[config.mk]
export PLATFORM = sky130hd
export DESIGN_NAME = robot_mode_sequencer
export DESIGN_NICKNAME = d
export VERILOG_FILES = /design/src/rtl/core/rms_pkg.sv /design/src/rtl/core/robot_mode_sequencer.sv
export SDC_FILE = /design/constraint.sdc
export NUM_CORES = 1
export LEC_CHECK = 0
export ABC_AREA = 1
export BUFFER_PORTS_ARGS = -buffer_cell sky130_fd_sc_hd__buf_2
export CAP_MARGIN = 10
export CORE_ASPECT_RATIO = 1.5
export CORE_MARGIN = 8
export CORE_UTILIZATION = 54
export DETAILED_ROUTE_END_ITERATION = 7
export PLACE_DENSITY = 0.87
export SETUP_SLACK_MARGIN = 0.02
export SYNTH_ARGS = -nofsm -noshare
export SYNTH_HDL_FRONTEND = slang
export SYNTH_SLANG_ARGS = --single-unit
[constraint.sdc]
create_clock -name clk -period 4.1 [get_ports clk]
set_clock_uncertainty 0.2 [all_clocks]
set_input_delay 0.82 -clock clk [delete_from_list [all_inputs] [get_ports clk]]
set_output_delay 0.82 -clock clk [all_outputs]
set_load 0.02 [all_outputs]
[src/rtl/core/rms_pkg.sv]
// ----------------------------------------------------------------------------
// Robot mode sequencer package
// Mode and preset codes, register indexes, reset values and word layouts.
// ----------------------------------------------------------------------------
package rms_pkg;

	typedef enum logic [3:0] {
		MODE_NONE          = 4'd0,
		MODE_RUN           = 4'd1,
		MODE_SHRINK        = 4'd2,
		MODE_RECOVER       = 4'd3,
		MODE_BALANCE       = 4'd4,
		MODE_FOLLOW_GIMBAL = 4'd5,
		MODE_FOLLOW_SIDE   = 4'd6,
		MODE_SELF_ROTATE   = 4'd7,
		MODE_SLIDE         = 4'd8,
		MODE_FLY           = 4'd9,
		MODE_LAND          = 4'd10,
		MODE_JUMP_PRE      = 4'd11,
		MODE_JUMP_UP       = 4'd12,
		MODE_JUMP_DOWN     = 4'd13
	} mode_t;

	typedef enum logic [2:0] {
		PID_NONE      = 3'd0,
		PID_JUMP_PREP = 3'd1,
		PID_FLY       = 3'd2,
		PID_LAND      = 3'd3,
		PID_JUMP_UP   = 3'd4,
		PID_JUMP_DOWN = 3'd5,
		PID_RAW_LEG   = 3'd6
	} pid_t;

	typedef enum logic [1:0] {
		CFG_ENERGY_THRESHOLD = 2'd0,
		CFG_HOLD_TICKS       = 2'd1,
		CFG_JUMP_PREP_TICKS  = 2'd2
	} cfg_idx_t;

	localparam logic [11:0] ENERGY_THRESHOLD_RST = 12'd880;
	localparam logic [31:0] HOLD_TICKS_RST       = 32'd1000000;
	localparam logic [31:0] JUMP_PREP_TICKS_RST  = 32'd200000;

	localparam int unsigned IN_ITEM_W  = 54;
	localparam int unsigned IN_TDATA_W = 56;
	localparam int unsigned OUT_ITEM_W  = 10;
	localparam int unsigned OUT_TDATA_W = 16;

	// Packed structs list the first field last so that it lands in the low bits.
	typedef struct packed {
		logic [31:0] now_time;
		logic        power_fault;
		logic        abnormal;
		logic        ground_force;
		logic [11:0] stored_energy;
		logic        shrink_done;
		logic        motor_fault;
		logic        sensor_off;
		logic [3:0]  requested_mode;
	} in_item_t;

	typedef struct packed {
		logic        settle_delay;
		logic        battery_limit_set;
		pid_t        pid_preset;
		logic        online;
		mode_t       mode;
	} out_item_t;

endpackage

[src/rtl/core/robot_mode_sequencer.sv]
// ----------------------------------------------------------------------------
// Robot mode sequencer
// Chassis operating-mode state machine, stepped once per control tick word.
// ----------------------------------------------------------------------------
//
// Channel   Dir  Handshake                     Payload
// s_axis    in   s_axis_tvalid/s_axis_tready   one control tick word
// m_axis    out  m_axis_tvalid/m_axis_tready   one mode result word
// cfg       in   cfg_valid/cfg_ready           register index and data
//
// A tick word is captured in the input register and evaluated against the mode
// state in one combinational pass into the result register, which shows its
// result. One word is accepted every cycle unless the result stalls; a stalled
// result holds both registers, and the input side still accepts while the input
// register is empty. Reset clears the mode state and the valid flags and
// reloads the register defaults; configuration writes are always accepted.

module robot_mode_sequencer (
	input  logic        clk,
	input  logic        arst_n,
	input  logic        s_axis_tvalid,
	output logic        s_axis_tready,
	// requested_mode[3:0], sensor_off[4], motor_fault[5], shrink_done[6],
	// stored_energy[18:7], ground_force[19], abnormal[20], power_fault[21],
	// now_time[53:22], zero fill [55:54]
	input  logic [55:0] s_axis_tdata,
	output logic        m_axis_tvalid,
	input  logic        m_axis_tready,
	// mode[3:0], online[4], pid_preset[7:5], battery_limit_set[8],
	// settle_delay[9], zero fill [15:10]
	output logic [15:0] m_axis_tdata,
	input  logic        cfg_valid,
	output logic        cfg_ready,
	input  logic [1:0]  cfg_index,
	input  logic [31:0] cfg_data
);

	// Configuration registers.
	logic [11:0] energy_threshold_q;
	logic [31:0] hold_ticks_q;
	logic [31:0] jump_prep_ticks_q;

	// Mode state carried from tick to tick.
	rms_pkg::mode_t mode_q;
	logic           online_q;
	logic [31:0]    start_time_q;

	// Input register and result register.
	rms_pkg::in_item_t  item_s1;
	logic               valid_s1;
	rms_pkg::out_item_t result_s2;
	logic               valid_s2;

	logic advance;

	// Next-state values and per-tick outputs of the transition rule.
	rms_pkg::mode_t mode_d;
	logic           online_d;
	logic [31:0]    start_time_d;
	rms_pkg::pid_t  pid_d;
	logic           bat_d;
	logic           settle_d;

	// Shared conditions.
	logic [31:0] elapsed;
	logic        hold_expired;
	logic        prep_expired;
	logic        energy_ok;
	logic        any_fault;
	logic        req_none;
	logic        balance_group;
	logic        fault_checked;

	assign cfg_ready = 1'b1;

	always_ff @(posedge clk or negedge arst_n) begin
		if (!arst_n) begin
			energy_threshold_q <= rms_pkg::ENERGY_THRESHOLD_RST;
			hold_ticks_q       <= rms_pkg::HOLD_TICKS_RST;
			jump_prep_ticks_q  <= rms_pkg::JUMP_PREP_TICKS_RST;
		end else if (cfg_valid) begin
			case (rms_pkg::cfg_idx_t'(cfg_index))
				rms_pkg::CFG_ENERGY_THRESHOLD: energy_threshold_q <= cfg_data[11:0];
				rms_pkg::CFG_HOLD_TICKS:       hold_ticks_q       <= cfg_data;
				rms_pkg::CFG_JUMP_PREP_TICKS:  jump_prep_ticks_q  <= cfg_data;
				default: ;
			endcase
		end
	end

	// The word in the input register moves on whenever the result register is
	// empty or its word is being taken this cycle.
	assign advance       = valid_s1 && (!valid_s2 || m_axis_tready);
	assign s_axis_tready = !valid_s1 || advance;

	always_ff @(posedge clk or negedge arst_n) begin
		if (!arst_n) begin
			valid_s1 <= 1'b0;
		end else if (s_axis_tready) begin
			valid_s1 <= s_axis_tvalid;
		end
	end

	always_ff @(posedge clk) begin
		if (s_axis_tvalid && s_axis_tready) begin
			item_s1 <= rms_pkg::in_item_t'(s_axis_tdata[rms_pkg::IN_ITEM_W-1:0]);
		end
	end

	// Elapsed time wraps modulo 2^32, measured from the start time held before
	// this tick.
	assign elapsed      = item_s1.now_time - start_time_q;
	assign hold_expired = elapsed > hold_ticks_q;
	assign prep_expired = elapsed > jump_prep_ticks_q;
	assign energy_ok    = item_s1.shrink_done && (item_s1.stored_energy > energy_threshold_q);
	assign any_fault    = item_s1.abnormal || item_s1.power_fault ||
	                      item_s1.sensor_off || item_s1.motor_fault;
	assign req_none     = item_s1.requested_mode == rms_pkg::MODE_NONE;

	assign balance_group = (mode_q == rms_pkg::MODE_BALANCE) ||
	                       (mode_q == rms_pkg::MODE_FOLLOW_GIMBAL) ||
	                       (mode_q == rms_pkg::MODE_FOLLOW_SIDE) ||
	                       (mode_q == rms_pkg::MODE_SELF_ROTATE);

	// Fault shutdown applies in the balance group and in the fly, land and jump modes.
	assign fault_checked = balance_group ||
	                       (mode_q inside {rms_pkg::MODE_FLY, rms_pkg::MODE_LAND,
	                                       rms_pkg::MODE_JUMP_PRE, rms_pkg::MODE_JUMP_UP,
	                                       rms_pkg::MODE_JUMP_DOWN});

	// Next state. Within one tick a later rule overrides an earlier one, so the
	// assignments below run in the same order as the rules.
	always_comb begin
		logic [3:0] req;
		logic       check_off;
		req          = item_s1.requested_mode;
		check_off    = 1'b0;
		mode_d       = mode_q;
		online_d     = online_q;
		start_time_d = start_time_q;
		case (mode_q)
			rms_pkg::MODE_NONE: begin
				if (req == rms_pkg::MODE_RUN && !item_s1.sensor_off) begin
					start_time_d = item_s1.now_time;
					online_d     = 1'b1;
					mode_d       = rms_pkg::MODE_RUN;
				end else if (!req_none && !item_s1.sensor_off) begin
					// Legs retract first unless a motor has failed.
					start_time_d = item_s1.now_time;
					online_d     = 1'b1;
					mode_d       = item_s1.motor_fault ? rms_pkg::MODE_RECOVER
					                                   : rms_pkg::MODE_SHRINK;
				end else begin
					online_d = 1'b0;
				end
			end
			rms_pkg::MODE_RUN: begin
				if (!req_none && req != rms_pkg::MODE_RUN) begin
					start_time_d = item_s1.now_time;
					online_d     = 1'b1;
					mode_d       = rms_pkg::MODE_SHRINK;
				end
				check_off = 1'b1;
			end
			rms_pkg::MODE_SHRINK: begin
				if (energy_ok) begin
					start_time_d = item_s1.now_time;
					mode_d       = rms_pkg::MODE_BALANCE;
				end
				check_off = 1'b1;
			end
			rms_pkg::MODE_RECOVER: begin
				if (!req_none && !item_s1.motor_fault) begin
					start_time_d = item_s1.now_time;
					online_d     = 1'b1;
					mode_d       = rms_pkg::MODE_SHRINK;
				end
				check_off = 1'b1;
			end
			rms_pkg::MODE_BALANCE, rms_pkg::MODE_FOLLOW_GIMBAL,
			rms_pkg::MODE_FOLLOW_SIDE, rms_pkg::MODE_SELF_ROTATE: begin
				// Most requests are copied straight into the mode.
				if (!(req inside {rms_pkg::MODE_SHRINK, rms_pkg::MODE_RECOVER,
				                  rms_pkg::MODE_SLIDE, rms_pkg::MODE_JUMP_PRE})) begin
					mode_d = rms_pkg::mode_t'(req);
				end
				if (req == rms_pkg::MODE_JUMP_PRE) begin
					// A jump request restarts the start time and takes priority over the hold below.
					start_time_d = item_s1.now_time;
					mode_d       = rms_pkg::MODE_JUMP_PRE;
				end else if (!item_s1.ground_force && hold_expired) begin
					start_time_d = item_s1.now_time;
					mode_d       = rms_pkg::MODE_FLY;
				end
			end
			rms_pkg::MODE_FLY, rms_pkg::MODE_JUMP_DOWN: begin
				if (item_s1.ground_force) begin
					start_time_d = item_s1.now_time;
					mode_d       = rms_pkg::MODE_LAND;
				end
				check_off = 1'b1;
			end
			rms_pkg::MODE_LAND: begin
				if (hold_expired) begin
					start_time_d = item_s1.now_time;
					mode_d       = rms_pkg::mode_t'(req);
				end
				check_off = 1'b1;
			end
			rms_pkg::MODE_JUMP_PRE: begin
				if (prep_expired) begin
					start_time_d = item_s1.now_time;
					mode_d       = rms_pkg::MODE_JUMP_UP;
				end
				check_off = 1'b1;
			end
			rms_pkg::MODE_JUMP_UP: begin
				if (!item_s1.ground_force) begin
					start_time_d = item_s1.now_time;
					mode_d       = rms_pkg::MODE_JUMP_DOWN;
				end
				check_off = 1'b1;
			end
			default: begin
				// Slide and undefined codes drop straight to offline.
				online_d = 1'b0;
				mode_d   = rms_pkg::MODE_NONE;
			end
		endcase
		if (check_off && req_none) begin
			online_d = 1'b0;
			mode_d   = rms_pkg::MODE_NONE;
		end
		if (fault_checked && any_fault) begin
			online_d = 1'b0;
			mode_d   = rms_pkg::MODE_NONE;
		end
	end

	// Per-tick requests: PID preset, battery limit and settle delay.
	always_comb begin
		pid_d    = rms_pkg::PID_NONE;
		bat_d    = (mode_q == rms_pkg::MODE_SHRINK) && energy_ok;
		settle_d = fault_checked && any_fault;
		case (mode_q)
			rms_pkg::MODE_BALANCE, rms_pkg::MODE_FOLLOW_GIMBAL,
			rms_pkg::MODE_FOLLOW_SIDE, rms_pkg::MODE_SELF_ROTATE: begin
				if (item_s1.requested_mode == rms_pkg::MODE_JUMP_PRE) begin
					pid_d = rms_pkg::PID_JUMP_PREP;
				end else if (!item_s1.ground_force && hold_expired) begin
					pid_d = rms_pkg::PID_FLY;
				end
			end
			rms_pkg::MODE_FLY, rms_pkg::MODE_JUMP_DOWN: begin
				if (item_s1.ground_force) begin
					pid_d = rms_pkg::PID_LAND;
				end
			end
			rms_pkg::MODE_LAND: begin
				if (hold_expired) begin
					pid_d = rms_pkg::PID_RAW_LEG;
				end
			end
			rms_pkg::MODE_JUMP_PRE: begin
				if (prep_expired) begin
					pid_d = rms_pkg::PID_JUMP_UP;
				end
			end
			rms_pkg::MODE_JUMP_UP: begin
				if (!item_s1.ground_force) begin
					pid_d = rms_pkg::PID_JUMP_DOWN;
				end
			end
			default: pid_d = rms_pkg::PID_NONE;
		endcase
	end

	// Mode state commits as the word leaves the input register.
	always_ff @(posedge clk or negedge arst_n) begin
		if (!arst_n) begin
			mode_q       <= rms_pkg::MODE_NONE;
			online_q     <= 1'b0;
			start_time_q <= 32'd0;
		end else if (advance) begin
			mode_q       <= mode_d;
			online_q     <= online_d;
			start_time_q <= start_time_d;
		end
	end

	always_ff @(posedge clk or negedge arst_n) begin
		if (!arst_n) begin
			valid_s2 <= 1'b0;
		end else if (advance) begin
			valid_s2 <= 1'b1;
		end else if (m_axis_tready) begin
			valid_s2 <= 1'b0;
		end
	end

	always_ff @(posedge clk) begin
		if (advance) begin
			result_s2.mode              <= mode_d;
			result_s2.online            <= online_d;
			result_s2.pid_preset        <= pid_d;
			result_s2.battery_limit_set <= bat_d;
			result_s2.settle_delay      <= settle_d;
		end
	end

	assign m_axis_tvalid = valid_s2;
	assign m_axis_tdata  = {{(rms_pkg::OUT_TDATA_W - rms_pkg::OUT_ITEM_W){1'b0}}, result_s2};

endmodule

== Word-level counts from Yosys, hierarchy flattened ==
Cells that the tools add are included.

* Flip-flop bits (word level): 179
* Logic and storage cells: 141
* Output and inout port bits: 19

* Add/subtract/negate cells: 1
* Reductions and logical operators: 41
* Multiplexer cells: 45
* $lt $le $gt $ge: 3
* Eq/ne operators: 29

{| class="wikitable"
|+ Operators by type and width
! cell !! number
|-
| $mux W32 || 11
|-
| $pmux W32 S9 || 1
|-
| $gt A32 B32 Y1 || 2
|-
| $mux W4 || 14
|-
| $pmux W4 S9 || 1
|-
| $sub A32 B32 Y32 || 1
|-
| $eq A4 B4 Y1 const B || 7
|-
| $eq A4 B2 Y1 const B || 4
|-
| $eq A4 B3 Y1 const B || 4
|-
| $pmux W3 S5 || 1
|-
| $ne A2 B2 Y1 const B || 7
|-
| $gt A12 B12 Y1 || 1
|-
| $logic_and A1 B1 Y1 || 11
|-
| $reduce_and A11 Y1 || 1
|-
| $mux W1 || 10
|-
| $reduce_or A10 Y1 || 1
|-
| $logic_or A1 B1 Y1 || 9
|-
| $mux W3 || 3
|-
| $reduce_bool A9 Y1 || 1
|-
| $eq A4 B1 Y1 const B || 2
|-
| $logic_not A4 Y1 || 2
|-
| $reduce_or A8 Y1 || 1
|-
| $logic_not A1 Y1 || 6
|-
| $mux W2 || 3
|-
| other kinds (12) || 15
|}

== Depth between registers and ports, before layout ==
* Depth in word-level cells: 8
* Mapped depth: 31
* Mapped depth without buffers: 30

== Worst setup path after synthesis ==
No wires, ideal clock.

* Path kind: flip-flop to flip-flop
* Start: register item_s1[22] (netlist bit)
* End: register result_s2, in the netlist m_axis_tdata[1] (data pin)
* Slack: 89 ps
* Data required time: 3642 ps
* Period minus slack after synthesis: 4011 ps
* Stages on the path, launching flop included: 27
* Arrival time: 3553 ps
* Path through: edfxtp_1 inv_1 ha_1 inv_1 fa_1 nand3_1 nand2_1 a21oi_1 o21ai_2 a21boi_1 o21ai_0 and2_1 o21bai_1 nand2_1 ha_1 nand2_1 nor2_1 nand4_1 nor2_1 nand2_1 nand2_2 nand2_1 nand2_1 clkinv_1 nor2_4 buf_4 a21oi_1

* Word-level cells in the longest chain between the ends: 8
* Elaborated cells between the ends (all ways): 11
* Classes of those cells: add/sub: 1; order compare: 2; mux: 7; reduce/logical: 1

{| class="wikitable"
|+ RTL lines
! item !! RTL line !! source
|-
| start: declaration || robot_mode_sequencer.sv:49 || <nowiki>rms_pkg::in_item_t item_s1;</nowiki>
|-
| start signal: assignment || robot_mode_sequencer.sv:106 || <nowiki>item_s1 <= rms_pkg::in_item_t'(s_axis_tdata[rms_pkg::IN_ITEM_W-1:0]);</nowiki>
|-
| $sub A32 B32 Y32 (*) || robot_mode_sequencer.sv:112 || <nowiki>assign elapsed = item_s1.now_time - start_time_q;</nowiki>
|-
| $gt A32 B32 Y1 || robot_mode_sequencer.sv:113 || <nowiki>assign hold_expired = elapsed > hold_ticks_q;</nowiki>
|-
| $logic_and A1 B1 Y1 || robot_mode_sequencer.sv:191 || <nowiki>end else if (!item_s1.ground_force && hold_expired) begin</nowiki>
|-
| $mux W4 || robot_mode_sequencer.sv:191 ||
|-
| $mux W4 || robot_mode_sequencer.sv:187 || <nowiki>if (req == rms_pkg::MODE_JUMP_PRE) begin</nowiki>
|-
| $pmux W4 S9 (*) || robot_mode_sequencer.sv:141 || <nowiki>case (mode_q)</nowiki>
|-
| $mux W4 (*) || robot_mode_sequencer.sv:230 || <nowiki>if (check_off && req_none) begin</nowiki>
|-
| $mux W4 (*) || robot_mode_sequencer.sv:234 || <nowiki>if (fault_checked && any_fault) begin</nowiki>
|-
| via mode_d[1] || robot_mode_sequencer.sv:57 || <nowiki>rms_pkg::mode_t mode_d;</nowiki>
|-
| end: declaration || robot_mode_sequencer.sv:51 || <nowiki>rms_pkg::out_item_t result_s2;</nowiki>
|}

Mark *: on every way through the listed nets, which the timed path passes. The rest lies on a longest branch.
A chain may end at the register's enable or synchronous reset.

== Final worst setup path ==
* Start: register item_s1[28] (netlist bit)
* End: register start_time_q[8]

* Word-level cells in the longest chain between the ends: 5
* Elaborated cells between the ends (all ways): 8
* Classes of those cells: add/sub: 1; order compare: 2; eq/ne: 3; reduce/logical: 2

{| class="wikitable"
|+ RTL lines
! item !! RTL line !! source
|-
| $sub A32 B32 Y32 (*) || robot_mode_sequencer.sv:112 ||
|-
| $gt A32 B32 Y1 || robot_mode_sequencer.sv:113 ||
|-
| $logic_and A1 B1 Y1 || robot_mode_sequencer.sv:191 ||
|-
| $ne A3 B3 Y1 (no line) || n/a ||
|-
| $reduce_and A11 Y1 (no line) (*) || n/a ||
|-
| end signal: assignment || robot_mode_sequencer.sv:287 || <nowiki>start_time_q <= start_time_d;</nowiki>
|-
| end: declaration || robot_mode_sequencer.sv:46 || <nowiki>logic [31:0] start_time_q;</nowiki>
|}

Mark *: on every way between the ends. The rest lies on a longest branch, timed or not.

==> run_results.csv <==
group,metric,value,unit
status,status,"finished, violations left",
status,violations,"negative setup slack",
grt,overflow,0,
drt,drcViolationCount,0,
grt,grt_max_degree,65,
power,p_leak,6.89,nW
final_layout,layout.nets,1696,
placement,port_buffers,104,
die,io_pins,114,
power,power_density,824,mW/mm^2
final_layout,final_cells,1766,
die,core_area,0.0195,mm^2
sta,period_share,119,%
worst_setup_path,worst-setup-path-type,"flip-flop to flip-flop",
drt,firstDrtPassIters,8,
grt,grt_pass1_vias,10200,
synth,ys.flop_type,"dfrtp_1",
placement,gp_congestion,0.950,
drt,wirelength,34.9,mm
sta,max_freq,205,MHz
worst_setup_path,endpoint_kind,"flip-flop",
die,die-height,188,um
cts,cts_root_buf,"clkbuf_16",
die,dieArea,0.0246,mm^2
worst_setup_path,cp.required,4.25,ns
worst_setup_path,reg2reg_depth,25,
sta,fin_ws,-0.787,ns
sta,finalHoldViolCount,0,
synth,synth-edff-count,64,
cts,clock_latency,0.46,ns
sta,fin_setup_tns,-30.04,ns
synth,synth_area_leaders,"dfrtp_1 (23%), edfxtp_1 (18%), ha_1 (13%)",
placement,dp_hpwl,20.5,mm
synth,syn_area_per_cell,8.38,um^2
cts,htreeDepth,4,
hold_path,worstHoldPathType,"primary input to asynchronous set/reset pin",
sta,tightestPinTransition,0.979,ns
placement,place_inst,1699,
final_layout,final_common_cell,"nand2_1",
synth,synth_cell_types,47,
die,floorplan.initialDensity,54.4,%
synth,synth-seq-area-share,45.3,%
synth,synthCells,1270,
synth,yosys_warnings,0,
cts,postCtsHoldBufs,0,
power,vdd_drop_max,0.357,mV
run,cap_violations,0,
synth,synth_top_area_share,22.8,%
grt,grt_pass1_wl,48.8,mm
drt,drt_iter0_markers,1346,
worst_setup_path,cp_max_fo,8,
drt,avgViaCountPerCell,5.82,
final_layout,fillers,1333,
worst_setup_path,r2r_slack,-0.79,ns
cts,numCtsBuffers,17,
synth,synthArstFlopShare,64.2,%
placement,placed_area,0.0121,mm^2
synth,synth_area,0.0106,mm^2
sta,finalSetupViolations,42,
final_layout,area_growth,30.9,%
final_layout,layout-drive-gt1-share,29.2,%
drt,postRouteAntennaNets,0,
synth,synth_seq_cells,179,
drt,wl_per_cell,19.7,um
sta,rsz0062_at_grt,"yes",
final_layout,diodes,0,
grt,grt_use_total,25.4,%
cts,cts.sinks,179,
cts,cts.clk_slew.worst_paths,0.08,ns
worst_setup_path,r2r-end,"start_time_q[8]",
final_layout,final_cell_mix,"nand2_1 (258), inv_1 (207), o21ai_0 (108)",
die,die_width,131,um
drt,vias,10300,
grt,antenna_found_initial,0,
worst_setup_path,critPathLaunchType,"flip-flop",
final_layout,design_area,0.0139,mm^2
sta,slew_headroom,34.3,%
die,fp-row-count,63,
synth,synth_area_leader_cell,"dfrtp_1",
sta,min_period,4.89,ns
cts,clock_path_buffers,2,
worst_setup_path,r2r-start,"item_s1[28]",
worst_setup_path,arrival,5.04,ns
sta,slew_viol_final,0,
cts,cts_tree,"yes",
## Yosys cell counts (2+ instances only)
| cell type | instances |
|---|---|
| buf_6 | 3 |
| a21boi_0 | 3 |
| inv_2 | 2 |
| nor2_1 | 71 |
| nor3_1 | 12 |
| nand2_1 | 303 |
| and2_1 | 2 |
| edfxtp_1 | 64 |
| ha_1 | 107 |
| xnor2_1 | 10 |
| a31oi_1 | 4 |
| a21oi_1 | 82 |
| nand3_1 | 60 |
| dfstp_2 | 18 |
| inv_1 | 213 |
| o211ai_1 | 4 |
| nand3b_1 | 2 |
| xor2_1 | 19 |
| o21a_1 | 4 |
| nand4_1 | 14 |
| nand2_2 | 2 |
| o21bai_1 | 4 |
| buf_4 | 10 |
| nor4_1 | 5 |
| nor2_4 | 2 |
| o21ai_0 | 114 |
| conb_1 | 2 |
| o21ai_1 | 4 |
| dfrtp_1 | 97 |
| clkbuf_1 | 14 |
| buf_2 | 3 |
## how the worst max path moves through the flow
| stage | endpoint | start | cells after the start | slack [ns] |
|---|---|---|---|---|
| 3_3_place_gp | start_time_q[0] | item_s1[37] | 22 | -0.36 |
| 6_report | start_time_q[8] | item_s1[28] | 25 | -0.79 |
| 4_1_cts | start_time_q[15] | item_s1[22] | 29 | -0.24 |
| 5_1_grt | mode_q[1] | item_s1[28] | 25 | -1.04 |
| 3_5_place_dp | start_time_q[0] | item_s1[22] | 29 | -0.43 |
| 2_1_floorplan | m_axis_tdata[1] | item_s1[22] | 26 | 0.09 |
## stage by stage
step / hold WS (ns) / util, % / setup WS, ns / total power, mW
2_1_floorplan: 0.242 / - / 0.0893 / 5.92
3_3_place_gp: 0.255 / 61.7 / -0.360 / 7.50
3_5_place_dp: 0.259 / 61.7 / -0.430 / 7.75
4_1_cts: 0.276 / 68.6 / -0.236 / 10.3
5_1_grt: 0.293 / 71.2 / -1.04 / 12.2
6_report: 0.256 / 71.2 / -0.787 / 11.5
## layer usage
layer | vias up | GRT usage, % | wire, um
met5 | - | 0 | 0
met4 | 0 | 16.0 | 2200
met3 | 212 | 4.95 | 2670
met2 | 666 | 43.5 | 17400
met1 | 4830 | 27.9 | 12600
li1 | 4573 | - | -
## registers in the layout, indices dropped and copies added, names as in the netlist
name and flops:
m_axis_tvalid 1, mode_q 4, start_time_q 32, valid_s1 1, m_axis_tdata 10, energy_threshold_q 12
jump_prep_ticks_q 32, online_q 1, hold_ticks_q 32, item_s1 54
## area by class of cell
cell class / count / area [um^2] / share of cell area (%)
Inverter: 216 / 813 / 5.84
Multi-Input combinational cell: 850 / 5700 / 41.0
Clock buffer: 19 / 443 / 3.18
Sequential cell: 179 / 4820 / 34.6
Timing Repair Buffer: 229 / 1650 / 11.8
Tap cell: 260 / 325 / 2.34
Clock inverter: 13 / 171 / 1.23
## cells by family (layout without fill, tap and decap cells)
group,Yosys count,count (layout),synth area share [%]
AO/OA/AOI/OAI,227,227,11.3
XOR/XNOR,29,29,2.39
adder cells (fa/ha/maj),108,108,12.8
buffers and inverters,246,477,9.27
flip-flops,179,179,45.3
other,2,7,0.0706
AND/OR/NAND/NOR,479,479,18.9
## power by group
| part | switching (mW) | total (mW) | internal, mW |
|---|---|---|---|
| Combinational | 4.17 | 7.19 | 3.02 |
| Clock | 0.751 | 1.74 | 0.986 |
| Sequential | 0.281 | 2.55 | 2.27 |
## repair_timing
item                                    in CTS  in global routing
setup buffers                               22                 13
gates cloned                                 3                  2
endpoints found under the hold margin        0                  0
gates resized for setup                    105                 94
endpoints found under the setup margin      42                 42
pin swaps                                   32                 56
## worst max-delay path, cell delays in order (launching register included)
cell      delay, ns
edfxtp_1       0.60
ha_4           0.42
a21oi_1        0.14
nor2_1         0.14
nor2_1         0.07
o21ai_0        0.25
nand2_1        0.14
o211ai_1       0.19
buf_4          0.21
a31oi_1        0.09
xor2_1         0.20
ha_1           0.35
nand2_2        0.08
nor2_2         0.11
nand4_1        0.23
nor4_4         0.30
buf_4          0.17
nand3b_1       0.10
nand2_2        0.10
nand2_2        0.06
nand2_2        0.12
nor2_4         0.05
buf_6          0.13
buf_12         0.15
nand3_2        0.09
nand2_1        0.07
Note: power is estimated with default switching activity, not from simulation.
